### src/hdl/a2ot_pkg.sv
// ----------------------------------------------------------------------------
// a2ot_pkg
// shared constants and types for the octant-reduced series arctangent
// ----------------------------------------------------------------------------
`default_nettype none

package a2ot_pkg;

   localparam int INPUT_WIDTH_DEF = 16;
   localparam int T_BITS    = 16;   // ratio t, unsigned q0.16
   localparam int COEF_BITS = 17;   // coefficients, unsigned q1.16
   localparam int P_BITS    = 21;   // horner partial sum, signed
   localparam int PHI_BITS  = 19;   // series result, signed q5.13
   localparam int ANG_BITS  = 20;   // angle before saturation
   localparam int OUT_BITS  = 16;
   localparam int NUM_COEFS = 5;
   localparam int HORNER_STEPS = 4;

   localparam logic signed [ANG_BITS-1:0] PI_Q13     = 20'sd25736;
   localparam logic signed [ANG_BITS-1:0] PI4_Q13    = 20'sd6434;
   localparam logic signed [ANG_BITS-1:0] TWO_PI_Q13 = 20'sd51472;

   localparam logic [COEF_BITS-1:0] COEF1_RST = 17'd65536;
   localparam logic [COEF_BITS-1:0] COEF3_RST = 17'd21845;
   localparam logic [COEF_BITS-1:0] COEF5_RST = 17'd13107;
   localparam logic [COEF_BITS-1:0] COEF7_RST = 17'd9362;
   localparam logic [COEF_BITS-1:0] COEF9_RST = 17'd7282;

   localparam logic [2:0] REG_COEF_1 = 3'd0;
   localparam logic [2:0] REG_COEF_3 = 3'd1;
   localparam logic [2:0] REG_COEF_5 = 3'd2;
   localparam logic [2:0] REG_COEF_7 = 3'd3;
   localparam logic [2:0] REG_COEF_9 = 3'd4;

   typedef struct packed {
      logic       valid;
      logic       zero_y;
      logic       x_neg;
      logic [2:0] oct;
   } ctx_type;

   typedef struct packed {
      ctx_type                  ctx;
      logic [T_BITS-1:0]        t;
      logic [T_BITS-1:0]        s;
      logic signed [P_BITS-1:0] p;
   } horner_type;

endpackage

`default_nettype wire

### src/hdl/a2ot_div_cell.sv
// ----------------------------------------------------------------------------
// a2ot_div_cell
// one restoring-division cell, yields one quotient bit per beat
// ----------------------------------------------------------------------------
`default_nettype none

module a2ot_div_cell #(
   parameter int XW = a2ot_pkg::INPUT_WIDTH_DEF + 1
) (
   input  wire                          clock,
   input  wire                          reset,
   input  wire                          en,
   input  a2ot_pkg::ctx_type            ctx_d,
   input  wire [XW-1:0]                 x_d,
   input  wire [XW-1:0]                 rem_d,
   input  wire [a2ot_pkg::T_BITS-1:0]   quo_d,
   output a2ot_pkg::ctx_type            ctx_q,
   output logic [XW-1:0]                x_q,
   output logic [XW-1:0]                rem_q,
   output logic [a2ot_pkg::T_BITS-1:0]  quo_q
);

   a2ot_pkg::ctx_type               ctx_ff;
   logic [XW-1:0]                   x_ff, rem_ff, rem_in;
   logic [a2ot_pkg::T_BITS-1:0]     quo_ff;
   logic [XW:0]                     rem2, diff;
   logic                            take;

   always_comb begin
      rem2   = {rem_d, 1'b0};
      diff   = rem2 - {1'b0, x_d};
      take   = (rem2 >= {1'b0, x_d});
      // remainder stays below x, so it fits back in xw bits
      rem_in = take ? diff[XW-1:0] : rem2[XW-1:0];
   end

   always_ff @(posedge clock) begin
      if (reset) begin
         ctx_ff <= '0;
      end else if (en) begin
         ctx_ff <= ctx_d;
      end
      if (en) begin
         x_ff   <= x_d;
         rem_ff <= rem_in;
         quo_ff <= {quo_d[a2ot_pkg::T_BITS-2:0], take};
      end
   end

   assign ctx_q = ctx_ff;
   assign x_q   = x_ff;
   assign rem_q = rem_ff;
   assign quo_q = quo_ff;

endmodule

`default_nettype wire

### config.mk
export PLATFORM = sky130hd
export DESIGN_NAME = a2ot_div_cell
export DESIGN_NICKNAME = d
export VERILOG_FILES = /design/src/hdl/a2ot_pkg.sv /design/src/hdl/a2ot_div_cell.sv
export SDC_FILE = /design/constraint.sdc
export NUM_CORES = 1
export LEC_CHECK = 0
export BUFFER_PORTS_ARGS = -buffer_cell sky130_fd_sc_hd__buf_2
export CORE_ASPECT_RATIO = 1.5
export CORE_UTILIZATION = 52
export DETAILED_ROUTE_END_ITERATION = 10
export GPL_TIMING_DRIVEN = 0
export PLACE_DENSITY = 0.85
export SLEW_MARGIN = 40
export SYNTH_ARGS = -nofsm -noshare
export SYNTH_HDL_FRONTEND = slang
export SYNTH_SLANG_ARGS = --single-unit
### constraint.sdc
create_clock -name clock -period 5.1 [get_ports clock]
set_input_delay 0.255 -clock clock [delete_from_list [all_inputs] [get_ports clock]]
set_output_delay 0.255 -clock clock [all_outputs]
set_load 0.02 [all_outputs]
After elaboration in Yosys (flattened, before gate mapping)
Index checks and enable logic that the tools add are counted.
- word-level logic and storage cells: 11
- bits of input ports: 59
- output and inout bits: 56
- flip-flop bits (word level): 56
- mux-type cells: 1
- $add $sub $neg: 1
- order comparisons: 1
- operators by type and width (cell ; number):
    18-bit by 17-bit >= comparator with 1-bit output ; 1
    17-bit two-way mux ; 1
    17-bit subtractor ; 1

Depth between registers and ports, before layout
- depth in word-level cells: 2
- gate-level depth with buffers: 9
- gate-level depth less buffers: 8

Worst setup path before layout
Ideal clock, no wire load.
- kind: in2reg
- start: in x_d[0]
- end: reg rem_ff[10], in the netlist rem_q[10], data pin
- setup time: 260 ps
- stages on the path: 8
- arrival: 2251 ps
- path buffers: 1
- slack: 2589 ps
- data required time: 4840 ps
- cell sequence: fa_1 -> and2b_1 -> o2111ai_2 -> a32oi_2 -> a221oi_4 -> o21ai_4 -> buf_6 -> mux2_4
- word-level cells in the longest chain between the ends: 2
- elaborated cells between the ends (all ways): 3
- those cells by class: add/sub: 1; order compare: 1; mux: 1
- ends and longest elaborated chain (item ; RTL line ; text):
    from (decl) ; a2ot_div_cell.sv:14 ; input wire [XW-1:0] x_d,
    18-bit by 17-bit >= comparator with 1-bit output ; a2ot_div_cell.sv:32 ; take = (rem2 >= {1'b0, x_d});
    named net take ; a2ot_div_cell.sv:27 ; logic take;
    17-bit two-way mux ; a2ot_div_cell.sv:34 ; rem_in = take ? diff[XW-1:0] : rem2[XW-1:0];
    named net rem_in[10] ; a2ot_div_cell.sv:24 ; logic [XW-1:0] x_ff, rem_ff, rem_in;
    to (signal assigned) ; a2ot_div_cell.sv:45 ; rem_ff <= rem_in;
    to (decl) ; a2ot_div_cell.sv:24 ;
The timed path passes the listed nets, and every way through them passes these cells.
A chain may end at the register's enable or synchronous reset.

Worst setup path after layout
- start: in x_d[0]
- end: reg rem_ff[13], in the netlist rem_q[13], data pin
Same word-level chain as after synthesis.

==> parameters.txt <==
Parameter                              Value

Status
  Outcome ... finished, final reports clean

Setup path
  Critical path fanouts, max ... 10
  WP data required ... roughly 5.2 ns
  Category of the worst setup path capture point ... flip-flop
  Worst Path Arrival ... 2.65 ns
  Type of the worst setup path ... in2reg
  Startpoint kind of the worst setup timing path ... input pin

GRT
  Number of global-route vias before repair ... 2056
  Largest net degree at the start of global routing ... 52
  Top Usage Layer GRT ... met2
  Met2 Usage GRT ... 0.370
  Met1 routing resource usage after global routing ... 0.237
  Number of antenna violations at the first check in global routing ... 0
  Global routing met3 resource utilization ... 0.0246
  GRT Resource Usage Total ... 0.201
  Global-route wire length before repair ... 9070 microns
  Overflow left after global routing ... 0

Power
  Pwr/cell area ... approximately 310 nW/um^2
  Leak Pwr ... 1.68 nW
  Maximum resistive drop on vdd ... about 0.18 mV

Floorplan
  Ports placed on the boundary ... 115
  Core Box Area ... 5200 sq um
  Effective utilization at floorplan ... 0.546
  Std cell rows ... 32
  Die Width ... 62.4 microns
  Chip height ... 92.6 microns
  Die Footprint ... 5770 sq um

STA
  Final TNS setup ... 0 ns
  Final count of negative-setup-slack endpoints ... 0
  Clock skew after layout ... 0 ns
  Final cycle utilization of the critical path ... 0.507
  Final critical-path required period ... 2.58 ns
  Unrepaired setup endpoints after global routing ... no
  Max-slew violation total from the final report ... 0
  Final Hold Viols ... 0
  Slew of the pin with the lowest slew margin ... about 0.62 ns
  Final-layout worst hold slack ... ~0.13 ns
  Peak clock frequency supported by timing ... 0.387 GHz
  Worst-case setup margin in the final layout ... 2.52 ns
  Slew margin rel. ... 0.585

Route
  Sum of routed wire length over all layers ... 5650 microns
  Antenna-violating nets left ... 0
  Number of DRC violations after detailed-routing iteration 0 ... 76
  Vias after detailed routing ... 2112
  Residual DRC count ... 0
  Mean routed wirelength per cell ... 13.9 microns
  Number of iterations in the first detailed-routing pass ... 4
  Via/cell ratio ... 5.20

Clock network
  Post-cts resize count ... 0
  Count of H-tree levels built during CTS ... 2
  Number of post-CTS setup repair buffers ... 0
  Maximum buffer depth of the clock tree ... 2
  Clock tree root buffer cell ... sky130_fd_sc_hd__clkbuf_8
  TritonCTS sink count ... 56
  Hold buffer count at CTS ... 0
  Number of CTS-inserted buffers ... 5
  TritonCTS clock tree ... done
  Clock Latency Late Sink ... approximately 0.30 ns
  Clock slew seen by the registers of the worst setup and hold paths ... 0.09 ns

Synth
  Async set or reset register ratio after synthesis ... 0
  Synthesized instance count ... 217
  Post-synthesis area per instance ... 13.1 sq um
  Distinct cell type count after synthesis ... 45
  Syn. warnings ... 0
  Number of flops mapped to enable cells by yosys ... 50
  Sequential fraction of the synthesis area ... 0.570
  Flops & latches, synth ... between 50 and 60
  Net count of the mapped netlist ... 294
  Most instantiated flip-flop cell in the synthesis netlist ... sky130_fd_sc_hd__edfxtp_1
  Cell area after synthesis ... 2840 sq um

Placed design
  Post-placement cell count ... between 300 and 400
  Number of port buffers ... ~110
  Instance area at placement ... 3500 sq um
  HPWL reported at the end of detailed placement ... 4400 microns
  Place WS ... approximately 2.2 ns
  GP Congestion ... 0.830

Cells and area
  Non-filler instance count after layout ... 406
  Share of layout cells above drive strength 1 ... 0.417
  Synth-to-layout area growth ... 26.1%
  Diode count ... 0
  Non-Filler Cell Area, Final ... 3580 sq um
  Highest-count cells in the layout ignoring fill and taps ... sky130_fd_sc_hd__buf_2, sky130_fd_sc_hd__edfxtp_1, sky130_fd_sc_hd__inv_1
  Total number of nets in the final design ... 414
  Commonest non-fill, non-tap cell in the layout ... sky130_fd_sc_hd__buf_2

Min path
  Worst hold path type ... in2reg

Job
  Number of max-capacitance violations reported ... 0
layer usage:
| metal | vias up | routed length [microns] |
|---|---|---|
| li1 | 1040 | - |
| met1 | 982 | 2280 |
| met2 | 85 | 3030 |
| met3 | 5 | 257 |
| met4 | 0 | 83 |
| met5 | - | 0 |
final timing paths:
path	from	end	slack, ns	cells past startpoint
hold / removal	quo_d[12]	quo_q[13]	0.13	1
setup reg to reg	ctx_q[5]	ctx_q[5]	4.48	2
setup / recovery	x_d[0]	rem_q[13]	2.52	9
hold reg to reg	ctx_q[3]	ctx_q[3]	0.50	2
Yosys cell counts, types with 2 or more instances:
master / count / share of area
sky130_fd_sc_hd__edfxtp_1: 50 / 0.53
sky130_fd_sc_hd__inv_1: 22 / 0.029
sky130_fd_sc_hd__ha_1: 17 / 0.075
sky130_fd_sc_hd__nor2_1: 15 / 0.020
sky130_fd_sc_hd__a21oi_1: 11 / 0.019
sky130_fd_sc_hd__nand2_1: 10 / 0.013
sky130_fd_sc_hd__mux2i_1: 8 / 0.028
sky130_fd_sc_hd__a21o_1: 7 / 0.018
sky130_fd_sc_hd__mux2_2: 7 / 0.028
sky130_fd_sc_hd__xor2_1: 7 / 0.022
sky130_fd_sc_hd__dfxtp_1: 6 / 0.042
sky130_fd_sc_hd__o21ai_0: 6 / 0.011
sky130_fd_sc_hd__mux2_4: 5 / 0.026
sky130_fd_sc_hd__nand2b_1: 4 / 0.0088
sky130_fd_sc_hd__o21a_1: 4 / 0.011
sky130_fd_sc_hd__xnor2_1: 4 / 0.012
sky130_fd_sc_hd__o211ai_1: 3 / 0.0079
sky130_fd_sc_hd__a211o_1: 2 / 0.0062
sky130_fd_sc_hd__nand3_1: 2 / 0.0035
sky130_fd_sc_hd__nor3_1: 2 / 0.0035
kinds of logic (layout without fill, tap and decap cells):
kind of cell,Yosys count,count (layout),synth area share
adder cells (fa/ha/maj),18,18,0.0819
flip-flops,56,56,0.570
XOR/XNOR,11,11,0.0339
buffers and inverters,24,145,0.0343
multiplexers,20,20,0.0823
AND/OR/NAND/NOR,40,40,0.0660
AO/OA/AOI/OAI,48,48,0.131
layout make-up:
cell class	instances	area (sq um)
fillers	410	1620
clock buffers	6	72.6
plain buffers	2	15.0
inverters	22	82.6
clock inverters	2	15.0
flip-flops and latches	56	1620
multi-input cells	137	1120
well taps	68	85.1
repair buffers	113	568
through the flow:
step | total power [mW] | util
after global routing | 1.14 | 0.688
after floorplan | 0.771 | -
after global placement | 0.859 | 0.671
after CTS | 1.11 | 0.688
final | 1.10 | 0.688
after detailed placement | 0.869 | 0.672
sequential cells by signal, indices dropped and copies added, names as in the netlist:
register,flops
ctx_q,6
quo_q,16
rem_q,17
x_q,17
worst max-delay path: stages:
cell	delay [ns]
sky130_fd_sc_hd__buf_2	0.13
sky130_fd_sc_hd__fa_1	0.46
sky130_fd_sc_hd__and2b_1	0.25
sky130_fd_sc_hd__o2111ai_2	0.15
sky130_fd_sc_hd__a32oi_2	0.42
sky130_fd_sc_hd__a221oi_4	0.15
sky130_fd_sc_hd__o21ai_4	0.30
sky130_fd_sc_hd__buf_6	0.22
sky130_fd_sc_hd__mux2_4	0.31
power by group:
part	total, mW	switching (mW)	internal, mW
clock	0.236	0.138	0.0984
sequential	0.565	0.0112	0.554
combinational	0.294	0.171	0.123
Power figures use the tool's default switching activity.
