## src/hdl/a2ot_pkg.sv

```systemverilog
// ----------------------------------------------------------------------------
// a2ot_pkg
// shared constants and types for the octant-reduced series arctangent
// ----------------------------------------------------------------------------
`default_nettype none

package a2ot_pkg;

   localparam int INPUT_WIDTH_DEF = 16;
   localparam int T_BITS    = 16;   // ratio t, unsigned q0.16
   localparam int COEF_BITS = 17;   // coefficients, unsigned q1.16
   localparam int P_BITS    = 21;   // horner partial sum, signed
   localparam int PHI_BITS  = 19;   // series result, signed q5.13
   localparam int ANG_BITS  = 20;   // angle before saturation
   localparam int OUT_BITS  = 16;
   localparam int NUM_COEFS = 5;
   localparam int HORNER_STEPS = 4;

   localparam logic signed [ANG_BITS-1:0] PI_Q13     = 20'sd25736;
   localparam logic signed [ANG_BITS-1:0] PI4_Q13    = 20'sd6434;
   localparam logic signed [ANG_BITS-1:0] TWO_PI_Q13 = 20'sd51472;

   localparam logic [COEF_BITS-1:0] COEF1_RST = 17'd65536;
   localparam logic [COEF_BITS-1:0] COEF3_RST = 17'd21845;
   localparam logic [COEF_BITS-1:0] COEF5_RST = 17'd13107;
   localparam logic [COEF_BITS-1:0] COEF7_RST = 17'd9362;
   localparam logic [COEF_BITS-1:0] COEF9_RST = 17'd7282;

   localparam logic [2:0] REG_COEF_1 = 3'd0;
   localparam logic [2:0] REG_COEF_3 = 3'd1;
   localparam logic [2:0] REG_COEF_5 = 3'd2;
   localparam logic [2:0] REG_COEF_7 = 3'd3;
   localparam logic [2:0] REG_COEF_9 = 3'd4;

   typedef struct packed {
      logic       valid;
      logic       zero_y;
      logic       x_neg;
      logic [2:0] oct;
   } ctx_type;

   typedef struct packed {
      ctx_type                  ctx;
      logic [T_BITS-1:0]        t;
      logic [T_BITS-1:0]        s;
      logic signed [P_BITS-1:0] p;
   } horner_type;

endpackage

`default_nettype wire

```

## src/hdl/a2ot_horner_cell.sv

```systemverilog
// ----------------------------------------------------------------------------
// a2ot_horner_cell
// one horner step: p = c - floor(s * p / 2^16)
// ----------------------------------------------------------------------------
`default_nettype none

module a2ot_horner_cell (
   input  wire                             clock,
   input  wire                             reset,
   input  wire                             en,
   input  wire [a2ot_pkg::COEF_BITS-1:0]   coef,
   input  a2ot_pkg::horner_type            d,
   output a2ot_pkg::horner_type            q
);

   localparam int PW = a2ot_pkg::T_BITS + 1 + a2ot_pkg::P_BITS;
   localparam int SW = PW - a2ot_pkg::T_BITS;

   a2ot_pkg::horner_type   q_ff, q_in;
   logic signed [PW-1:0]   prod;
   logic signed [SW-1:0]   diff;

   always_comb begin
      prod = $signed({1'b0, d.s}) * d.p;
      diff = $signed({{(SW-a2ot_pkg::COEF_BITS){1'b0}}, coef})
             - prod[PW-1:a2ot_pkg::T_BITS];
      q_in   = d;
      q_in.p = diff[a2ot_pkg::P_BITS-1:0];
   end

   always_ff @(posedge clock) begin
      if (reset) begin
         q_ff.ctx <= '0;
      end else if (en) begin
         q_ff.ctx <= q_in.ctx;
      end
      if (en) begin
         q_ff.t <= q_in.t;
         q_ff.s <= q_in.s;
         q_ff.p <= q_in.p;
      end
   end

   assign q = q_ff;

endmodule

`default_nettype wire

```

## config.mk

```make
export PLATFORM = sky130hd
export DESIGN_NAME = a2ot_horner_cell
export DESIGN_NICKNAME = d
export VERILOG_FILES = /design/src/hdl/a2ot_pkg.sv /design/src/hdl/a2ot_horner_cell.sv
export SDC_FILE = /design/constraint.sdc
export NUM_CORES = 1
export LEC_CHECK = 0
export BUFFER_PORTS_ARGS = -buffer_cell sky130_fd_sc_hd__buf_4
export CORE_MARGIN = 10
export CORE_UTILIZATION = 47
export CTS_CLUSTER_DIAMETER = 60
export DETAILED_ROUTE_END_ITERATION = 8
export GPL_ROUTABILITY_DRIVEN = 1
export PLACE_DENSITY = 0.73
export RECOVER_POWER = 25
export SLEW_MARGIN = 5
export SYNTH_ARGS = -nofsm -noshare
export SYNTH_HDL_FRONTEND = slang
export SYNTH_SLANG_ARGS = --single-unit
```

## constraint.sdc

```tcl
create_clock -name clock -period 23.4 [get_ports clock]
set_input_delay 4.68 -clock clock [delete_from_list [all_inputs] [get_ports clock]]
set_output_delay 4.68 -clock clock [all_outputs]
set_load 0.005 [all_outputs]
```

# Yosys cells after proc, flatten, opt, wreduce, memory -nomap -nowiden
# Cells that the tools add are included.
# totals
register_bits	59
out_inout_bits	59
# classes
addsub	1
n_mul	1
# op_table
op	count
multiplier 17 x 21 -> 37 bit	1
subtractor 17 x 21 -> 21 bit	1

# Longest topological paths before layout
# Gate-level depths: netlist of run 1.
# depth
depth_word	2
depth_mapped	32
mapped_depth_nobuf	30

# Worst setup path before layout of run 1
# No wires, ideal clock.
# synth_path
path_kind	input -> register
startpoint	input d[7] (netlist bit)
endpoint	register q_ff (netlist bit q[14]) (data pin)
setup_ns	0.258
t_arrival_ns	11.427
required_ns	23.142
path_slack_ns	11.715
stages	30
path_buffers	1
path_cell_list	clkbuf_1 > nand2_1 > fa_1 > inv_1 > fa_1 > inv_1 > fa_1 > inv_1 > fa_1 > fa_1 > inv_1 > fa_1 > inv_1 > ha_1 > a21oi_1 > o21ai_0 > o21bai_1 > and2_1 > o21ai_0 > or3b_2 > nand2_1 > ha_1 > a211oi_1 > nor2_1 > o41a_1 > a211o_1 > a21oi_1 > o21bai_1 > a21oi_1 > xnor2_1
# synth_via
elab_chain_cells	2
# synth_lines
element	line	source
start: declaration	a2ot_horner_cell.sv:12	input a2ot_pkg::horner_type d,
multiplier 17 x 21 -> 37 bit	a2ot_horner_cell.sv:24	prod = $signed({1'b0, d.s}) * d.p;
subtractor 17 x 21 -> 21 bit	a2ot_horner_cell.sv:26	- prod[PW-1:a2ot_pkg::T_BITS];
via diff[14]	a2ot_horner_cell.sv:21	logic signed [SW-1:0] diff;
end: declaration	a2ot_horner_cell.sv:19	a2ot_pkg::horner_type q_ff, q_in;
# The timed path passes the listed nets, and every way through them passes these cells.
# A chain may end at the register's enable or synchronous reset.

# Worst setup path in the final report of run 1
# layout_path
startpoint	input d[23] (netlist bit)
endpoint	register q_ff (netlist bit q[18]) (data pin)
# The elaborated chain is that of the path after synthesis.

==> flow_metrics.tcl, run 1 <==
set metrics [dict create \
    synth_flop_cell "edfxtp_1" \
    cap_violations 1 \
    ys_warn_count 0 \
    synth_top_area_share_pct 44.2 \
    cts_num_sinks 59 \
    design.portCount 138 \
    slowest_delay_ns 0.89 \
    path_class "in -> reg" \
    place_ws_ns 11.12 \
    rows 65 \
    first_pass_iters 5 \
    die_x_um 198 \
    grt_pass1_wl_um 61000 \
    timing.clock.skew_ns 0 \
    cpLargestDelayFamily "adder cells" \
    reg2reg_depth 2 \
    synth.largest_area_cell "fa_1" \
    cp_num_buf_inv 4 \
    tightestPinTransition_ns 3.68 \
    period_share_pct 54.0 \
    h-tree-depth 3 \
    crit_path_top_delay_cell "clkbuf_1" \
    endpoint_kind "flop" \
    regToRegSetupSlack_ns 22.68 \
    antenna_left 0 \
    synth_nets 2093 \
    async_reset_ff_share_pct 0 \
    seq_area_frac_synth_pct 11.5 \
    synthDistinctLibCells 63 \
    postCtsSetupBuffers 0 \
    gr-total-overflow 0 \
    start_kind "input port" \
    nNetsFinal 2178 \
    hold_viol 0 \
    critPathLaunch "d[23]" \
    syn_to_final_growth_pct 10.2 \
    period_minus_slack_ns 12.63 \
    core_um2 31400 \
    rsz0062_at_grt "no" \
    grtUsageTotal_pct 19.9 \
    grt_pass1_vias 12119 \
    hp-class "reg -> reg" \
    cp.required_ns 23.49 \
    tritoncts "done" \
    grt_max_degree 60 \
    clkTransAtPathRegs_ns 0.06 \
    fmaxAchievable_ghz 0.0792 \
    slew_violations 60 \
    post-dp-hpwl_um 29900 \
    setup_viol 0 \
    violations "capacitance limit, slew limit" \
    drt-vias-per-instance 5.29 \
    worst_slack_ns 10.77 \
    cts_root_buf "clkbuf_16" \
    worstPathArrival_ns 12.72 \
    relSlewSlack_pct -146 \
    largest_reg_flops 59 \
    antenna_cells 0 \
    drtIter0Drc 522 \
    synth_commonest_cells "inv_1, fa_1, nand2_1, and2_1, ha_1" \
    cts_buffers 9 \
    crit_cells 27 \
    final_util_pct 52.3 \
    syn_area_um2 14900 \
    synthCells 1578 \
    totalWireLength_um 36800 \
    design.die.area_um2 39200 \
    yosysMostFrequentCell "inv_1" \
    synth_area_leaders "fa_1, edfxtp_1, inv_1, ha_1, and2_1" \
    cts_resized 0 \
    ys_ff_latch 59 \
    setup_tns_ns 0 \
    synth-edff-count 53 \
    place.gp.congestion 0.921 \
    initial_core_util_pct 47.4 \
    insertion_delay_ns 0.35 \
    drive_gt1_share_pct 9.11 \
    dieHeight_um 198 \
    endpoint "q[18]" \
    wl_per_cell_um 17.8 \
    n_fill_cell 2815 \
    portBuffers 137 \
    clockBufferDepth 2 \
    num_vias 10946 \
    cp_common_cell "fa_1" \
    crit_fanout 22 \
    worst_r2r_endpoint "q[55]" \
    status "finished with violations" \
    whs_ns 0.500 \
    antenna_found_initial 0 \
    cts_hold_buffers 0 \
    reg2reg_from "q[55]" \
    drc 0 \
    synth.avg_cell_area_um2 9.44 \
]
==> logic make-up (layout without fill, tap and decap cells) <==
| family | Yosys count | after routing | synth area share [%] |
|---|---|---|---|
| buf+inv | 463 | 553 | 11.8 |
| xor+xnor | 43 | 43 | 2.53 |
| flops | 59 | 59 | 11.5 |
| fa+ha+maj | 436 | 436 | 53.2 |
| simple gates | 449 | 449 | 14.8 |
| compound gates | 121 | 121 | 5.71 |
| mux | 7 | 7 | 0.471 |
==> metal layers <==
| metal | share of wire (%) | global-route usage [%] | vias up | wire, µm |
|---|---|---|---|---|
| met3 | 4.6 | 2.19 | 99 | 1680 |
| met2 | 55 | 37.2 | 345 | 20200 |
| met5 | 0 | 0 | - | 0 |
| met1 | 35 | 21.5 | 5630 | 12900 |
| met4 | 5.6 | 11.2 | 0 | 2050 |
| li1 | - | - | 4872 | - |
==> worst min-delay path by stage <==
| stage | startpoint | endpoint | slack, ns | cells after the start |
|---|---|---|---|---|
| after floorplan | q[53] | q[53] | 0.49 | 2 |
| after global placement | q[58] | q[58] | 0.48 | 2 |
| after detailed placement | q[54] | q[54] | 0.50 | 2 |
| after CTS | q[58] | q[58] | 0.51 | 2 |
| after global routing | q[58] | q[58] | 0.54 | 2 |
| final | q[58] | q[58] | 0.50 | 2 |
==> worst register-to-register path: cells and delay by family, from the launching register on <==
family | cells | cell delay, ns
DFF | 1 | 0.33
muxes | 1 | 0.09
and+or+nand+nor | 1 | 0.22
==> cells in the final DEF, fill, tap and decap left out, types with 4 or more instances in the layout <==
| cell type | count |
|---|---|
| inv_1 | 400 |
| fa_1 | 329 |
| nand2_1 | 212 |
| and2_1 | 148 |
| ha_1 | 107 |
| buf_4 | 104 |
| edfxtp_1 | 53 |
| nor2_1 | 35 |
| xnor2_1 | 32 |
| a21oi_1 | 30 |
| a21o_1 | 20 |
| o21ai_0 | 18 |
| clkbuf_1 | 17 |
| clkbuf_4 | 16 |
| nand3_1 | 14 |
| xor2_1 | 11 |
| clkbuf_16 | 10 |
| a31oi_1 | 9 |
| and3_1 | 7 |
| mux2i_1 | 7 |
| nand4_1 | 6 |
| a211oi_1 | 6 |
| nor3_1 | 6 |
| o211ai_1 | 6 |
| dfxtp_1 | 6 |
| o21a_1 | 5 |
| o21bai_1 | 4 |
==> area by class of cell <==
class | instances | area [µm²] | area share, %
multi-input combinational | 1056 | 11400 | 69.6
clock inverter | 6 | 52.6 | 0.320
sequential | 59 | 1710 | 10.4
tap | 402 | 503 | 3.07
timing repair buffer | 137 | 965 | 5.88
clock buffer | 10 | 250 | 1.52
inverter | 400 | 1500 | 9.15
==> through the flow <==
| step | cells | area, µm² |
|---|---|---|
| finish | 2070 | 16400 |
| global route | 2070 | 16400 |
| CTS | 2070 | 16500 |
| detailed placement | 2054 | 16200 |
| global placement | 2054 | 16200 |
| floorplan | 1578 | 14900 |
Power of run 1 is left out: the tool's default activity adds up to more than one toggle a clock period on the data nets, which glitch-free logic cannot reach.
==> run 2, diff against run 1 <==
--- a/config.mk
+++ b/config.mk
@@ -5,13 +5,14 @@
 export SDC_FILE = /design/constraint.sdc
 export NUM_CORES = 1
 export LEC_CHECK = 0
+export ABC_AREA = 1
 export BUFFER_PORTS_ARGS = -buffer_cell sky130_fd_sc_hd__buf_4
 export CORE_MARGIN = 10
 export CORE_UTILIZATION = 47
 export CTS_CLUSTER_DIAMETER = 60
 export DETAILED_ROUTE_END_ITERATION = 8
 export GPL_ROUTABILITY_DRIVEN = 1
-export PLACE_DENSITY = 0.73
+export PLACE_DENSITY = 0.72
 export RECOVER_POWER = 25
 export SLEW_MARGIN = 5
 export SYNTH_ARGS = -nofsm -noshare
==> constraint.sdc (replaced) <==
create_clock -name clock -period 12.2 [get_ports clock]
set_input_delay 2.44 -clock clock [delete_from_list [all_inputs] [get_ports clock]]
set_output_delay 2.44 -clock clock [all_outputs]
set_load 0.005 [all_outputs]
==> run 2 against run 1 <==
The run still ends with capacitance limit, slew limit left. Critical path depth did not move. Final area rose by 4.2%. First-iteration DRC count grew 36%. Sequential cell count stayed put. Clock skew stayed put. Final cell count up 17%. Critical path type unchanged. Critical endpoint is now q[19].
==> flow_metrics.tcl, run 2 <==
set metrics [dict create \
    design.portCount 138 \
    endpoint "q[19]" \
    totalWireLength_um 39500 \
    post-dp-hpwl_um 31600 \
    drtIter0Drc 708 \
    reg2reg_depth 2 \
    use_met2_pct 38.4 \
    cts_resized 0 \
    yosysMostFrequentCell "inv_1" \
    h-tree-depth 3 \
    clockBufferDepth 2 \
    slowest_delay_ns 0.99 \
    crit_path_top_delay_cell "clkbuf_1" \
    endpoint_kind "flop" \
    synth_commonest_cells "inv_1, nand2_1, fa_1, ha_1, clkbuf_1" \
    synth.area.mux_share_pct 0 \
    setup_viol 0 \
    cts_root_buf "clkbuf_16" \
    gr-usage-met3_pct 2.41 \
    hp-class "reg -> reg" \
    synthCells 1904 \
    cts_num_sinks 59 \
    place.gp.congestion 0.906 \
    grt_pass1_vias 13541 \
    fmaxAchievable_ghz 0.101 \
    die_x_um 202 \
    reg2reg_from "q[57]" \
    path_class "in -> reg" \
    design.die.area_um2 40700 \
    worstPathArrival_ns 9.96 \
    cts_buffers 9 \
    setup_tns_ns 0 \
    rsz0062_at_grt "no" \
    portBuffers 137 \
    ys_ff_latch 59 \
    grt_pass1_wl_um 66200 \
    syn_area_um2 15500 \
    cp.required_ns 12.30 \
    grt_max_degree 61 \
    postCtsSetupBuffers 0 \
    gr-total-overflow 0 \
    clkTransAtPathRegs_ns 0.05 \
    cap_violations 2 \
    rows 66 \
    insertion_delay_ns 0.34 \
    worst_r2r_endpoint "q[57]" \
    async_reset_ff_share_pct 0 \
    nNetsFinal 2495 \
    synth-compound-area-share_pct 3.40 \
    period_share_pct 80.9 \
    wl_per_cell_um 16.3 \
    cts_hold_buffers 0 \
    synth_area_leaders "fa_1, inv_1, nand2_1, edfxtp_1, ha_1" \
    initial_core_util_pct 47.7 \
    start_kind "input port" \
    antenna_found_initial 0 \
    grtUsageTotal_pct 20.3 \
    violations "capacitance limit, slew limit" \
    critPathLaunch "d[24]" \
    relSlewSlack_pct -143 \
    drc 0 \
    grtUsageMet1_pct 22.2 \
    synth_flop_cell "edfxtp_1" \
    seq_area_frac_synth_pct 11.0 \
    dieHeight_um 202 \
    grt_busiest_layer "met2" \
    first_pass_iters 6 \
    synth.largest_area_cell "fa_1" \
    period_minus_slack_ns 9.86 \
    synth_top_area_share_pct 42.4 \
    timing.clock.skew_ns 0 \
    synth.avg_cell_area_um2 8.16 \
    final_cell_mix "inv_1, nand2_1, fa_1" \
    largest_reg_flops 59 \
    cp_common_cell "fa_1" \
    synth-adder-area-share_pct 51.0 \
    drt-vias-per-instance 4.96 \
    synth_top_family_by_area "adder cells" \
    drive_gt1_share_pct 8.87 \
    ys_warn_count 0 \
    crit_fanout 22 \
    tritoncts "done" \
    synth-edff-count 53 \
    num_vias 12035 \
    syn_to_final_growth_pct 10.1 \
    synthDistinctLibCells 36 \
    regToRegSetupSlack_ns 11.57 \
    status "finished with violations" \
    hold_viol 0 \
    antenna_left 0 \
    synthXorXnorAreaFrac_pct 2.37 \
    slew_violations 84 \
    core_um2 32500 \
    synth_nets 2419 \
    synthSimpleGateAreaFrac_pct 16.3 \
    tightestPinTransition_ns 3.65 \
    antenna_cells 0 \
    final_common_cell "inv_1" \
]
[run 2: cell count changes in the layout (fill, tap and decap cells not counted), moves of 5 or more]
cell	previous run	this run
a21o_1	20	8
nand2_1	212	509
mux2i_1	7	0
a21oi_1	30	52
inv_1	400	586
o21a_1	5	0
a31oi_1	9	3
and3_1	7	2
xor2_1	11	21
xnor2_1	32	21
nand2_2	0	19
o211ai_1	6	0
and2_1	148	0
[run 2: per-layer routing]
| metal | up-vias | wire length [µm] |
|---|---|---|
| li1 | 5541 | - |
| met5 | - | 0 |
| met3 | 101 | 2120 |
| met4 | 0 | 1600 |
| met1 | 6013 | 14400 |
| met2 | 380 | 21400 |
[run 2: how the worst min path moves through the flow]
stage	slack (ns)	start	to	cells after the start
final	0.46	q[54]	q[54]	2
after global routing	0.49	q[53]	q[53]	2
after CTS	0.47	q[58]	q[58]	2
after detailed placement	0.45	q[53]	q[53]	2
after global placement	0.45	q[58]	q[58]	2
after floorplan	0.45	q[53]	q[53]	2
[run 2: stage by stage]
step	area (µm²)	instances	hold slack [ns]	util [%]	setup slack (ns)
2_1_floorplan	15500	1904	0.450	-	3.31
3_3_place_gp	16800	2411	0.449	51.8	3.04
3_5_place_dp	16800	2411	0.454	51.8	2.90
4_1_cts	17200	2427	0.467	52.8	3.22
5_1_grt	17100	2427	0.490	52.6	1.86
6_report	17100	2427	0.462	52.6	2.34
[run 2: cell families after synthesis]
family / after synthesis
AO/OA/AOI/OAI: 93
XOR/XNOR: 42
adder cells (fa/ha/maj): 436
buffers and inverters: 659
flip-flops: 59
AND/OR/NAND/NOR: 615
[run 2: area by class of cell]
type,count,area [µm²]
clock buffer,9,225
clock inverter,7,100
fill,3120,15400
inverter,587,2200
multi-input combinational,1186,11300
sequential,59,1710
tap,442,553
timing repair buffer,137,965
[run 2: worst max-delay path: cells and delay by family]
kind / cells / cell delay [ns]
adders and majority gates: 8 / 4.15
buffers and inverters: 5 / 1.33
and+or+nand+nor: 8 / 1.10
AOI/OAI and AO/OA: 4 / 0.65
xor gates and xnor gates: 2 / 0.27
Power of run 2 is left out for the same reason.
==> run 3, diff against run 2 <==
==> constraint.sdc (replaced) <==
create_clock -name clock -period 9.3 [get_ports clock]
set_input_delay 1.86 -clock clock [delete_from_list [all_inputs] [get_ports clock]]
set_output_delay 1.86 -clock clock [all_outputs]
set_load 0.005 [all_outputs]
==> run 3 against run 2 <==
The flow still finishes with violations (capacitance limit, slew limit). Sequential cell count unchanged. Die area unchanged. Clock skew unchanged. Global-route usage increased by 0.30 points. Via count increased by 0.26%. Register-to-register slack got worse by 2.9 ns. Hold slack got worse by 0.0048 ns. Final cell count unchanged. Non-clock buffer count unchanged. Final area increased by 0.28%. Sequential share of layout area about the same. First-iteration DRC count decreased by 7.5%. Critical endpoint unchanged. Largest cell class unchanged.
==> flow_metrics.tcl, run 3 (synthesis results as in run 2) <==
set metrics [dict create \
    status "finished with violations" \
    violations "capacitance limit, slew limit" \
    rows 66 \
    design.die.area_um2 40700 \
    clkTransAtPathRegs_ns 0.06 \
    dp.cells 2411 \
    totalWireLength_um 39800 \
    cts_buffers 9 \
    timing.clock.skew_ns 0 \
    insertion_delay_ns 0.35 \
    cp_num_buf_inv 7 \
    grt_max_degree 61 \
    cts_hold_buffers 0 \
    rsz0062_at_grt "no" \
    postCtsSetupBuffers 0 \
    grt_pass1_vias 13539 \
    place.gp.congestion 0.907 \
    start_kind "input port" \
    final_cell_mix "inv_1, nand2_1, fa_1" \
    antenna_left 0 \
    antenna_found_initial 0 \
    slew_violations 61 \
    crit_fanout 22 \
    slowest_delay_ns 0.89 \
    cts_resized 0 \
    endpoint_kind "flop" \
    n_fill_cell 3084 \
    path_class "in -> reg" \
    tritoncts "done" \
    fmaxAchievable_ghz 0.117 \
    drtIter0Drc 655 \
    antenna_cells 0 \
    num_vias 12066 \
    die_x_um 202 \
    core_um2 32500 \
    wl_per_cell_um 16.4 \
    nNetsFinal 2495 \
    drt-vias-per-instance 4.97 \
    cpLargestDelayFamily "adder cells" \
    drc 0 \
    crit_path_top_delay_cell "clkbuf_1" \
    stdcell_count 2427 \
    setup_tns_ns 0 \
    initial_core_util_pct 47.7 \
    drive_gt1_share_pct 9.52 \
    cts_num_sinks 59 \
    design.portCount 138 \
    grtUsageTotal_pct 20.6 \
    h-tree-depth 3 \
    largest_reg_flops 59 \
    hp-class "reg -> reg" \
    final_common_cell "inv_1" \
    post-dp-hpwl_um 31900 \
    first_pass_iters 5 \
    tightestPinTransition_ns 3.57 \
    clockBufferDepth 2 \
    gr-total-overflow 0 \
    portBuffers 137 \
    syn_to_final_growth_pct 10.4 \
    cts_root_buf "clkbuf_16" \
    setup_viol 0 \
    cp_common_cell "inv_1" \
    relSlewSlack_pct -138 \
    dieHeight_um 202 \
    cap_violations 1 \
    cp.required_ns 9.41 \
    grt_pass1_wl_um 67200 \
    period_share_pct 91.8 \
    worstPathArrival_ns 8.65 \
    hold_viol 0 \
    period_minus_slack_ns 8.54 \
]
## run 3: final timing paths
check / start / endpoint / slack, ns / cells past startpoint
min: q[53] / q[53] / 0.46 / 2
max: d[35] / q[19] / 0.76 / 32
max reg2reg: q[56] / q[56] / 8.67 / 2
min reg2reg: q[53] / q[53] / 0.46 / 2
## run 3: layer usage
layer  wire (µm)  vias to the layer above  GRT usage [%]
met1       14200                     5995           22.7
met3        2200                      127           2.35
met5           0                        -              0
met4        2030                        0           10.9
met2       21300                      405           38.0
li1            -                     5539              -
## run 3: final cells by class
cell class,instances,area (µm²),share of cell area (%)
multi-input combinational,1186,11300,66.1
tap,442,553,3.22
timing repair buffer,137,1010,5.91
clock buffer,9,225,1.31
clock inverter,7,100,0.584
sequential,59,1710,9.98
inverter,587,2200,12.8
## run 3: stage by stage
step           util (%)  instance area, µm²  hold slack (ns)  setup WS [ns]
4_1_cts            52.8               17200            0.459          0.834
3_3_place_gp       51.8               16800            0.449          0.717
5_1_grt            52.7               17200            0.479          0.361
3_5_place_dp       51.8               16800            0.451          0.457
2_1_floorplan         -               15500            0.450          0.988
6_report           52.7               17200            0.458          0.763
## run 3: worst min-delay path: stages (launching register included)
cell and delay, ns:
dfxtp_1 0.30, nand2_1 0.06, a21oi_1 0.05
Power of run 3 is left out for the same reason.
